### src/rtl/core/ndt_pkg.sv
// Shared types and constants for the network device table.
package ndt_pkg;

  // Default number of table entries
  localparam int TABLE_ENTRIES_DEF = 16;

  // Widths of the result fields
  localparam int OUT_IDX_W = 4;
  localparam int OUT_CNT_W = 5;

  typedef enum logic [2:0] {
    CMD_JOIN   = 3'd0,
    CMD_LEAVE  = 3'd1,
    CMD_LOOKUP = 3'd2,
    CMD_SEEN   = 3'd3,
    CMD_FORGET = 3'd4
  } command_t;

  typedef enum logic [2:0] {
    ST_SHORT    = 3'd0,
    ST_LONG     = 3'd1,
    ST_ADDED    = 3'd2,
    ST_FULL     = 3'd3,
    ST_NOTFOUND = 3'd4,
    ST_CLEARED  = 3'd5
  } status_t;

  // One request beat
  typedef struct packed {
    logic [2:0]  command;
    logic [15:0] short_address;
    logic [63:0] long_address;
    logic [7:0]  join_endpoint;
    logic        join_kind;
  } req_t;

  // One response beat
  typedef struct packed {
    logic [2:0]           status;
    logic [OUT_IDX_W-1:0] entry_index;
    logic [7:0]           entry_endpoint;
    logic                 entry_kind;
    logic                 entry_online;
    logic [OUT_CNT_W-1:0] entry_count;
  } rsp_t;

endpackage

### src/rtl/core/network_device_table_unit.sv
// Top level of the network device table: command sequencer over a chain of entry cells.
//
// Each entry lives in its own cell. A join, leave, lookup or seen command launches a
// probe that walks the cell chain one cell per cycle; every cell below the fill count
// compares its short and long address and the probe keeps the first hit of each. When
// the probe leaves the last cell the sequencer picks the outcome, posts at most one
// write to the chosen cell and registers the response. For these commands the probe
// is held in the launch register, then in the register of each cell in turn, and the
// response is registered as the probe leaves the chain. Forget-all and unknown commands
// put up their response the cycle after the request beat. One command is in flight at a
// time; the next request is taken once the response beat has been accepted. Forget-all
// only resets the fill count.
module network_device_table_unit #(
  parameter int TABLE_ENTRIES = ndt_pkg::TABLE_ENTRIES_DEF
) (
  input  logic          clk,
  input  logic          rst,
  input  logic          req_valid,
  output logic          req_ready,
  input  ndt_pkg::req_t req,
  output logic          rsp_valid,
  input  logic          rsp_ready,
  output ndt_pkg::rsp_t rsp
);
  import ndt_pkg::*;

  localparam int IDX_W = (TABLE_ENTRIES > 1) ? $clog2(TABLE_ENTRIES) : 1;
  localparam int CNT_W = $clog2(TABLE_ENTRIES + 1);

  typedef struct packed {
    logic             active;
    logic [15:0]      short_address;
    logic [63:0]      long_address;
    logic [CNT_W-1:0] count;
    logic             short_hit;
    logic             long_hit;
    logic [IDX_W-1:0] short_idx;
    logic [IDX_W-1:0] long_idx;
    logic [7:0]       endpoint;
    logic             kind;
    logic             online;
  } probe_t;

  typedef struct packed {
    logic             en;
    logic [IDX_W-1:0] idx;
    logic             short_en;
    logic [15:0]      short_address;
    logic             long_en;
    logic [63:0]      long_address;
    logic             data_en;
    logic [7:0]       endpoint;
    logic             kind;
    logic             online_en;
    logic             online;
  } wr_t;

  typedef enum logic [1:0] {
    S_IDLE,
    S_SCAN,
    S_DONE
  } state_t;

  state_t           state;
  req_t             cmd;
  logic [CNT_W-1:0] count;
  logic [CNT_W-1:0] count_next;
  probe_t           launch;
  wr_t              wcmd;
  wr_t              wcmd_next;
  rsp_t             rsp_next;
  rsp_t             rsp_direct;
  probe_t           probe_bus [TABLE_ENTRIES+1];
  probe_t           exitp;

  logic             hit;
  logic             scan_cmd;
  logic [IDX_W-1:0] sel_idx;
  logic [IDX_W+OUT_IDX_W-1:0] idx_ext;
  logic [CNT_W+OUT_CNT_W-1:0] cnt_ext;
  logic [CNT_W+OUT_CNT_W-1:0] cur_cnt_ext;

  // Chain of entry cells
  assign probe_bus[0] = launch;

  for (genvar i = 0; i < TABLE_ENTRIES; i++) begin : g_cell
    ndt_cell #(
      .TABLE_ENTRIES (TABLE_ENTRIES),
      .INDEX         (i)
    ) u_cell (
      .clk       (clk),
      .rst       (rst),
      .probe_in  (probe_bus[i]),
      .probe_out (probe_bus[i+1]),
      .wr        (wcmd)
    );
  end

  assign exitp = probe_bus[TABLE_ENTRIES];

  // Commands that walk the chain
  assign scan_cmd = req.command inside {CMD_JOIN, CMD_LEAVE, CMD_LOOKUP, CMD_SEEN};

  // Answer forget-all and unknown commands without a probe
  assign cur_cnt_ext = {{OUT_CNT_W{1'b0}}, count};

  always_comb begin
    rsp_direct             = '0;
    rsp_direct.status      = ST_NOTFOUND;
    rsp_direct.entry_count = cur_cnt_ext[OUT_CNT_W-1:0];
    if (req.command == CMD_FORGET) begin
      rsp_direct.status      = ST_CLEARED;
      rsp_direct.entry_count = '0;
    end
  end

  // Decide outcome once the probe leaves the chain
  always_comb begin
    rsp_next        = '0;
    rsp_next.status = ST_NOTFOUND;
    wcmd_next       = '0;
    count_next      = count;
    hit             = 1'b0;
    sel_idx         = '0;
    case (cmd.command) inside
      CMD_JOIN: begin
        if (exitp.short_hit) begin
          rsp_next.status = ST_SHORT;
          sel_idx         = exitp.short_idx;
          hit             = 1'b1;
        end else if (exitp.long_hit) begin
          rsp_next.status = ST_LONG;
          sel_idx         = exitp.long_idx;
          hit             = 1'b1;
          wcmd_next.short_en = 1'b1;
        end else if (count == CNT_W'(TABLE_ENTRIES)) begin
          rsp_next.status = ST_FULL;
        end else begin
          rsp_next.status   = ST_ADDED;
          sel_idx           = count[IDX_W-1:0];
          hit               = 1'b1;
          wcmd_next.short_en = 1'b1;
          wcmd_next.long_en  = 1'b1;
          count_next        = count + CNT_W'(1);
        end
        if (hit) begin
          wcmd_next.en            = 1'b1;
          wcmd_next.idx           = sel_idx;
          wcmd_next.short_address = cmd.short_address;
          wcmd_next.long_address  = cmd.long_address;
          wcmd_next.data_en       = 1'b1;
          wcmd_next.endpoint      = cmd.join_endpoint;
          wcmd_next.kind          = cmd.join_kind;
          wcmd_next.online_en     = 1'b1;
          wcmd_next.online        = 1'b1;
          rsp_next.entry_endpoint = cmd.join_endpoint;
          rsp_next.entry_kind     = cmd.join_kind;
          rsp_next.entry_online   = 1'b1;
        end
      end
      CMD_LEAVE, CMD_LOOKUP, CMD_SEEN: begin
        if (exitp.short_hit) begin
          rsp_next.status         = ST_SHORT;
          sel_idx                 = exitp.short_idx;
          hit                     = 1'b1;
          rsp_next.entry_endpoint = exitp.endpoint;
          rsp_next.entry_kind     = exitp.kind;
          rsp_next.entry_online   = exitp.online;
          wcmd_next.idx           = sel_idx;
          if (cmd.command == CMD_LEAVE) begin
            rsp_next.entry_online = 1'b0;
            wcmd_next.en          = 1'b1;
            wcmd_next.online_en   = 1'b1;
            wcmd_next.online      = 1'b0;
          end
          if (cmd.command == CMD_SEEN) begin
            rsp_next.entry_online = 1'b1;
            wcmd_next.en          = 1'b1;
            wcmd_next.online_en   = 1'b1;
            wcmd_next.online      = 1'b1;
          end
        end
      end
      default: begin
      end
    endcase
    idx_ext = {{OUT_IDX_W{1'b0}}, sel_idx};
    cnt_ext = {{OUT_CNT_W{1'b0}}, count_next};
    if (hit) begin
      rsp_next.entry_index = idx_ext[OUT_IDX_W-1:0];
    end
    rsp_next.entry_count = cnt_ext[OUT_CNT_W-1:0];
  end

  assign req_ready = (state == S_IDLE);
  assign rsp_valid = (state == S_DONE);

  // Sequencer: launch probe, take the decision, hold the response beat
  always_ff @(posedge clk) begin
    if (rst) begin
      state         <= S_IDLE;
      count         <= '0;
      launch.active <= 1'b0;
      wcmd.en       <= 1'b0;
    end else begin
      launch.active <= (state == S_IDLE) && req_valid && scan_cmd;
      wcmd.en       <= (state == S_SCAN) && exitp.active && wcmd_next.en;
      unique case (state)
        S_IDLE: begin
          if (req_valid) begin
            cmd <= req;
            if (scan_cmd) begin
              state <= S_SCAN;
            end else begin
              if (req.command == CMD_FORGET) begin
                count <= '0;
              end
              rsp   <= rsp_direct;
              state <= S_DONE;
            end
          end
        end
        S_SCAN: begin
          if (exitp.active) begin
            rsp     <= rsp_next;
            count   <= count_next;
            state   <= S_DONE;
          end
        end
        S_DONE: begin
          if (rsp_ready) begin
            state <= S_IDLE;
          end
        end
        default: begin
          state <= S_IDLE;
        end
      endcase
    end
    // Probe payload loads with every accepted request
    if (state == S_IDLE) begin
      launch.short_address <= req.short_address;
      launch.long_address  <= req.long_address;
      launch.count         <= count;
      launch.short_hit     <= 1'b0;
      launch.long_hit      <= 1'b0;
      launch.short_idx     <= '0;
      launch.long_idx      <= '0;
      launch.endpoint      <= '0;
      launch.kind          <= 1'b0;
      launch.online        <= 1'b0;
    end
    if (state == S_SCAN && exitp.active) begin
      wcmd.idx           <= wcmd_next.idx;
      wcmd.short_en      <= wcmd_next.short_en;
      wcmd.short_address <= wcmd_next.short_address;
      wcmd.long_en       <= wcmd_next.long_en;
      wcmd.long_address  <= wcmd_next.long_address;
      wcmd.data_en       <= wcmd_next.data_en;
      wcmd.endpoint      <= wcmd_next.endpoint;
      wcmd.kind          <= wcmd_next.kind;
      wcmd.online_en     <= wcmd_next.online_en;
      wcmd.online        <= wcmd_next.online;
    end
  end

endmodule

### src/rtl/core/ndt_cell.sv
// One table entry: compares a passing probe, records first hits, takes writes.
module ndt_cell #(
  parameter int TABLE_ENTRIES = ndt_pkg::TABLE_ENTRIES_DEF,
  parameter int INDEX         = 0
) (
  input  logic clk,
  input  logic rst,
  input  logic [1 + 16 + 64 + ((TABLE_ENTRIES > 1) ? $clog2(TABLE_ENTRIES) : 1) * 2
                + $clog2(TABLE_ENTRIES + 1) + 2 + 8 + 1 + 1 - 1:0] probe_in,
  output logic [1 + 16 + 64 + ((TABLE_ENTRIES > 1) ? $clog2(TABLE_ENTRIES) : 1) * 2
                + $clog2(TABLE_ENTRIES + 1) + 2 + 8 + 1 + 1 - 1:0] probe_out,
  input  logic [1 + ((TABLE_ENTRIES > 1) ? $clog2(TABLE_ENTRIES) : 1) + 1 + 16 + 1 + 64
                + 1 + 8 + 1 + 1 + 1 - 1:0] wr
);
  import ndt_pkg::*;

  localparam int IDX_W = (TABLE_ENTRIES > 1) ? $clog2(TABLE_ENTRIES) : 1;
  localparam int CNT_W = $clog2(TABLE_ENTRIES + 1);

  typedef struct packed {
    logic             active;
    logic [15:0]      short_address;
    logic [63:0]      long_address;
    logic [CNT_W-1:0] count;
    logic             short_hit;
    logic             long_hit;
    logic [IDX_W-1:0] short_idx;
    logic [IDX_W-1:0] long_idx;
    logic [7:0]       endpoint;
    logic             kind;
    logic             online;
  } probe_t;

  typedef struct packed {
    logic             en;
    logic [IDX_W-1:0] idx;
    logic             short_en;
    logic [15:0]      short_address;
    logic             long_en;
    logic [63:0]      long_address;
    logic             data_en;
    logic [7:0]       endpoint;
    logic             kind;
    logic             online_en;
    logic             online;
  } wr_t;

  probe_t pin;
  probe_t pout;
  probe_t probe_next;
  wr_t    wcmd;

  logic [15:0] short_address;
  logic [63:0] long_address;
  logic [7:0]  endpoint;
  logic        kind;
  logic        online;

  logic in_use;
  logic short_match;
  logic long_match;
  logic selected;

  assign pin       = probe_t'(probe_in);
  assign wcmd      = wr_t'(wr);
  assign probe_out = pout;

  // Compare only entries below the fill count
  assign in_use      = CNT_W'(INDEX) < pin.count;
  assign short_match = pin.active && in_use && (pin.short_address == short_address);
  assign long_match  = pin.active && in_use && (pin.long_address == long_address);

  // Record the first hit of each kind and pass the probe on
  always_comb begin
    probe_next = pin;
    if (short_match && !pin.short_hit) begin
      probe_next.short_hit = 1'b1;
      probe_next.short_idx = IDX_W'(INDEX);
      probe_next.endpoint  = endpoint;
      probe_next.kind      = kind;
      probe_next.online    = online;
    end
    if (long_match && !pin.long_hit) begin
      probe_next.long_hit = 1'b1;
      probe_next.long_idx = IDX_W'(INDEX);
    end
  end

  always_ff @(posedge clk) begin
    if (rst) begin
      pout.active <= 1'b0;
    end else begin
      pout.active <= probe_next.active;
    end
    pout.short_address <= probe_next.short_address;
    pout.long_address  <= probe_next.long_address;
    pout.count         <= probe_next.count;
    pout.short_hit     <= probe_next.short_hit;
    pout.long_hit      <= probe_next.long_hit;
    pout.short_idx     <= probe_next.short_idx;
    pout.long_idx      <= probe_next.long_idx;
    pout.endpoint      <= probe_next.endpoint;
    pout.kind          <= probe_next.kind;
    pout.online        <= probe_next.online;
  end

  // Take writes addressed to this entry
  assign selected = wcmd.en && (wcmd.idx == IDX_W'(INDEX));

  always_ff @(posedge clk) begin
    if (selected) begin
      if (wcmd.short_en) begin
        short_address <= wcmd.short_address;
      end
      if (wcmd.long_en) begin
        long_address <= wcmd.long_address;
      end
      if (wcmd.data_en) begin
        endpoint <= wcmd.endpoint;
        kind     <= wcmd.kind;
      end
      if (wcmd.online_en) begin
        online <= wcmd.online;
      end
    end
  end

endmodule

### config.mk
export PLATFORM = sky130hd
export DESIGN_NAME = network_device_table_unit
export DESIGN_NICKNAME = d
export VERILOG_FILES = /design/src/rtl/core/ndt_pkg.sv /design/src/rtl/core/network_device_table_unit.sv /design/src/rtl/core/ndt_cell.sv
export SDC_FILE = /design/constraint.sdc
export NUM_CORES = 2
export LEC_CHECK = 0
export BUFFER_PORTS_ARGS = -buffer_cell sky130_fd_sc_hd__buf_2
export CAP_MARGIN = 5
export CORE_ASPECT_RATIO = 0.9
export CORE_MARGIN = 3
export CORE_UTILIZATION = 66
export DETAILED_ROUTE_END_ITERATION = 12
export PLACE_DENSITY = 0.93
export SYNTH_ARGS = -nofsm -noshare
export SYNTH_HDL_FRONTEND = slang
export SYNTH_SLANG_ARGS = --single-unit
### constraint.sdc
create_clock -name clk -period 27.4 [get_ports clk]
set_clock_uncertainty 0.1 [all_clocks]
set_input_delay 5.48 -clock clk [delete_from_list [all_inputs] [get_ports clk]]
set_output_delay 5.48 -clock clk [all_outputs]
set_load 0.03 [all_outputs]
Yosys cells after proc, flatten, opt, wreduce, memory -nomap -nowiden
Index checks and enable logic that the tools add are counted.
{ "classes": {"eq_ne": 61, "n_lt_le_gt_ge": 16, "mux": 72, "reduce_logical": 206, "n_bitwise": 2, "n_addsub": 1} }
{ "op_table": {"columns": ["operator", "count"], "rows": [
  ["64-bit == test", 16],
  ["16-bit == test", 16],
  ["10-bit two-way mux", 19],
  ["2-bit AND reduction", 65],
  ["1-bit logical AND", 98],
  ["22-bit two-way mux", 3],
  ["5-bit two-way mux", 12],
  ["22-bit one-hot mux with 2 select lines", 1],
  ["4-bit by 5-bit less-than comparator with 1-bit output (first input constant)", 8],
  ["4-bit == test (second input constant)", 8],
  ["1-bit logical NOT", 30],
  ["4-bit two-way mux", 7],
  ["3-bit by 5-bit less-than comparator with 1-bit output (first input constant)", 4],
  ["2-bit two-way mux", 9],
  ["4-bit by 3-bit == test with 1-bit output (second input constant)", 4],
  ["3-bit two-way mux", 5],
  ["1-bit two-way mux", 13],
  ["3-bit by 2-bit == test with 1-bit output (second input constant)", 4],
  ["12-bit two-way mux", 1],
  ["1-bit by 5-bit less-than comparator with 1-bit output (first input constant)", 2],
  ["2-bit by 5-bit less-than comparator with 1-bit output (first input constant)", 2],
  ["5-bit one-hot mux with 2 select lines", 1],
  ["4-bit by 2-bit == test with 1-bit output (second input constant)", 2],
  ["3-bit by 1-bit == test with 1-bit output (second input constant)", 2],
  ["20 further kinds", 26]
]} }
{ "word_totals": {"input_bits": 96, "ff_bits": 3327, "output_inout_bits": 24} }

Logic depth before layout (Yosys ltp)
{ "logic_depth": {"word_depth": 9, "mapped_depth": 9} }

Hierarchy
From an unflattened synthesis, not the netlist that was laid out.
{ "hier_totals": {"cells_unflattened": 6182, "hier_area_um2": 107354.2} }
{ "modules_own_cells": {"columns": ["mod", "seq_area_each_um2", "cells_per_inst", "instances", "area_each_um2"], "rows": [
  ["network_device_table_unit", 9098.7, 533, 1, 10501.3],
  ["ndt_cell (g_cell[10].u_cell)", 4824.6, 369, 1, 6135.9],
  ["ndt_cell (g_cell[1].u_cell)", 4824.6, 361, 1, 6108.4],
  ["ndt_cell (g_cell[14].u_cell)", 4824.6, 362, 1, 6102.1],
  ["ndt_cell (g_cell[11].u_cell)", 4824.6, 355, 1, 6088.3],
  ["ndt_cell (g_cell[9].u_cell)", 4824.6, 362, 1, 6075.8],
  ["ndt_cell (g_cell[13].u_cell)", 4824.6, 354, 1, 6068.3],
  ["ndt_cell (g_cell[6].u_cell)", 4824.6, 355, 1, 6064.6],
  ["ndt_cell (g_cell[12].u_cell)", 4824.6, 350, 1, 6058.3],
  ["ndt_cell (g_cell[2].u_cell)", 4824.6, 352, 1, 6043.3],
  ["ndt_cell (g_cell[5].u_cell)", 4824.6, 354, 1, 6032.0],
  ["ndt_cell (g_cell[0].u_cell)", 4824.6, 350, 1, 6028.3],
  ["ndt_cell (g_cell[8].u_cell)", 4824.6, 346, 1, 6025.8],
  ["ndt_cell (g_cell[7].u_cell)", 4824.6, 350, 1, 6024.5],
  ["+3 rows", null, null, null, null]
]} }

Worst setup path before layout
No wires, ideal clock.
{ "synth_timing": {"kind": "input-to-reg", "startpoint": "input rst", "endpoint": "register cmd[0] (netlist name), enable pin", "slack_ps": 11378, "path_buffers": 0, "path_stages": 1, "arrival_ps": 15115, "cell_sequence": "nor4b_1"} }
{ "synth_via": {"elab_chain_len": 2} }
{ "synth_rtl": {"columns": ["element", "line", "rtl"], "rows": [
  ["start: declaration", "network_device_table_unit.sv:17", "input logic rst,"],
  ["1-bit NOT (no source line)", null, null],
  ["3-bit AND reduction (no source line)", null, null],
  ["end signal: assignment", "network_device_table_unit.sv:211", "cmd <= req;"],
  ["end: declaration", "network_device_table_unit.sv:65", "req_t cmd;"]
]} }
No other way between the ends.
A chain may end at the register's enable or synchronous reset.

Worst setup path in the final report
{ "layout_timing": {"startpoint": "register state[1]", "endpoint": "output req_ready"} }
{ "layout_via": {"elab_chain_len": 1} }
{ "layout_rtl": {"columns": ["element", "line", "rtl"], "rows": [
  ["start: declaration", "network_device_table_unit.sv:64", "state_t state;"],
  ["start signal: assignment", "network_device_table_unit.sv:201", "state <= S_IDLE;"],
  ["start signal: assignment", "network_device_table_unit.sv:213", "state <= S_SCAN;"],
  ["start signal: assignment", "network_device_table_unit.sv:219", "state <= S_DONE;"],
  ["2-bit logical NOT", "network_device_table_unit.sv:195", "assign req_ready = (state == S_IDLE);"],
  ["end: declaration", "network_device_table_unit.sv:19", "output logic req_ready,"]
]} }
No other way between the ends.

==> results_dict.tcl <==
set metrics [dict create \
    netlist_instances 5994 \
    route.detailed.wl_per_inst_um 35.3 \
    synth-seq-cells 3323 \
    fin_area_um2 118000 \
    drv_cap 0 \
    pre_cts_slack_ns 19.42 \
    die_x_um 424 \
    antenna_left 0 \
    ir_drop_v 0.0000992 \
    syn_to_final_growth_pct 13.3 \
    fin_ws_ns 19.55 \
    rsz0062_at_grt "false" \
    cts_inserted_buffers 306 \
    worst_slew_pin_slew_ns 1.35 \
    ctsHoldBuffers 0 \
    hpwl_um 188000 \
    core-area_um2 156000 \
    busiest_layer "met2" \
    grt_max_degree 101 \
    power_w 0.0102 \
    drive_gt1_share_pct 13.1 \
    initial_core_util_pct 66.8 \
    synth_commonest_cells "edfxtp_1 (1737), dfxtp_1 (1586), xor2_1 (604), xnor2_1 (469), nor4_1 (183)" \
    synth_cell_types 74 \
    post_cts_resize_count 0 \
    synth_fp_nets 6093 \
    yosys_warnings 0 \
    internal_power_w 0.00794 \
    cts_buffer_depth 4 \
    fin_crit_sh_pct 28.7 \
    grt_pass1_wl_um 433000 \
    slew_headroom_pct 9.98 \
    clock_latency_ns 0.96 \
    cts.sinks 3323 \
    criticalPathCategory "flip-flop to output pin" \
    num_vias 58300 \
    p_comb_share_pct 2.5 \
    power_switching_share_pct 22.1 \
    use_met3_pct 12.2 \
    ios 120 \
    cts_tree "built" \
    firstDrtPassIters 7 \
    dr.first_iter.drc_count 10600 \
    syn_area_per_cell_um2 17.3 \
    hp-class "flip-flop to flip-flop" \
    num-fill-cells 7315 \
    antenna_found_initial 44 \
    dieArea_um2 162000 \
    finalCriticalPeriod_ns 7.85 \
    yosysMostFrequentCell "edfxtp_1" \
    drcViolationCount 0 \
    powerDensity_nw_per_um2 86.5 \
    avgViaCountPerCell 6.58 \
    grt_use_total_pct 38.2 \
    met1_usage_pct 46.9 \
    synth_area_leaders "edfxtp_1 (50%), dfxtp_1 (31%), xor2_1 (5.1%)" \
    postCtsSetupRepairBufs 0 \
    synth_edf_count 1737 \
    slew_violations 0 \
    critPathArrivalTime_ns 2.27 \
    power_leakage_nw 42.6 \
    worstPathRequired_ns 21.82 \
    outcome "completed" \
    p_sw_w 0.00225 \
    seq_power_share_pct 55.3 \
    crit_path_start_kind "flip-flop" \
    grt_pass1_vias 58400 \
    final-hold-violation-count 0 \
    power_frac_clock_pct 42.2 \
    port_buffers 119 \
    clock.fmax_mhz 127 \
    gp_congestion 0.976 \
    end_kind "output pin" \
    synth_area_leader_cell "edfxtp_1" \
    syn_area_um2 104000 \
    fp-row-count 137 \
    clkSlewWorstSetupHoldPaths_ns 0.07 \
    yosys_most_used_dff "edfxtp_1" \
    placed_area_um2 108000 \
    synth_top_area_share_pct 50.2 \
    ys_async_sr_fraction_pct 0 \
    drt_wl_total_um 313000 \
    yosysSeqAreaShare_pct 80.7 \
    fin_setup_tns_ns 0 \
    critPathMaxFanout 16 \
    nNetsFinal 6569 \
    die_h_um 383 \
    met2_usage_pct 58.4 \
    htree_levels 5 \
    cts-root-buf "clkbuf_16" \
    finalSetupViolations 0 \
    grt_overflow 0 \
]
[sequential cells by signal, summed over array words and instances, names as in the netlist, 22 cells and up]
signal	flops
cmd	92
g_cell.u_cell.endpoint	128
g_cell.u_cell.long_address	1024
g_cell.u_cell.probe_out	1577
g_cell.u_cell.short_address	256
launch	86
rsp	22
wcmd	99
[worst max-delay path, stage by stage (launching register included)]
cell     delay [ns]
dfxtp_1        0.41
nor2_4         0.54
buf_2          0.38
[cell families after synthesis]
group,Yosys count,share of synthesized area (%)
AOI/OAI and AO/OA,283,2.11
xor gates and xnor gates,1073,9.04
adders and majority gates,3,0.0361
buffers and inverters,193,0.751
DFF,3323,80.7
muxes,153,1.65
and+or+nand+nor,966,5.70
[cell type report]
cell class	count	area, µm²	share of cell area, %
Clock inverter	87	878	0.746
Tap cell	2085	2610	2.22
Antenna cell	65	163	0.138
Multi-Input combinational cell	2478	19300	16.4
Timing Repair Buffer	208	1260	1.07
Clock buffer	457	9010	7.65
Inverter	153	574	0.488
Sequential cell	3323	83900	71.3
[cell usage in the layout (no fill, tap or decap), drive strengths merged, types with 8 or more instances in the layout]
cell / n
or2: 42
a22o: 10
xor2: 604
o21ai: 19
a22oi: 10
clkbuf: 458
a21boi: 14
inv: 159
nor2: 51
mux2: 150
o22ai: 35
a221oi: 15
a21oi: 20
nand3: 28
or4: 22
nand2b: 82
o2111ai: 20
a2111oi: 26
nand2: 34
nor4: 191
edfxtp: 1737
clkinv: 61
o221ai: 11
nand4: 152
o21bai: 17
a2111o: 9
buf: 207
a21o: 31
diode: 65
nor3: 34
dfxtp: 1586
xnor2: 469
nor2b: 137
and2: 170
o2111a: 8
bufinv: 16
[metal layers]
| metal | vias up | share of wire, % |
|---|---|---|
| met5 | - | 0.017 |
| met4 | 8 | 8.1 |
| met3 | 1394 | 15 |
| met2 | 5741 | 45 |
| met1 | 28600 | 32 |
| li1 | 22500 | - |
[metrics by stage]
stage	util, %	hold WS [ns]	instances
after floorplan	-	0.210	5994
after global placement	69.2	0.211	8246
after detailed placement	69.2	0.212	8246
after CTS	75.5	0.201	8790
after global routing	75.6	0.201	8808
final	75.7	0.188	8856
[worst paths after layout]
kind | startpoint | end | slack [ns] | cells after the start
setup reg to reg | g_cell[1].u_cell.probe_out[20] | g_cell[2].u_cell.probe_out[19] | 24.06 | 5
hold / removal | g_cell[10].u_cell.probe_out[21] | g_cell[11].u_cell.probe_out[21] | 0.19 | 0
hold reg to reg | g_cell[10].u_cell.probe_out[21] | g_cell[11].u_cell.probe_out[21] | 0.19 | 0
setup / recovery | state[1] | req_ready | 19.55 | 2
[power by group through the flow]
stage          Sequential (W)  Combinational [W]  Clock, W
3_3_place_gp          0.00570           0.000213         0
4_1_cts               0.00562           0.000246   0.00427
5_1_grt               0.00563           0.000264   0.00445
3_5_place_dp          0.00572           0.000226         0
6_report              0.00564           0.000254   0.00430
2_1_floorplan         0.00561           0.000155         0
Note: power is estimated with default switching activity, not from simulation.
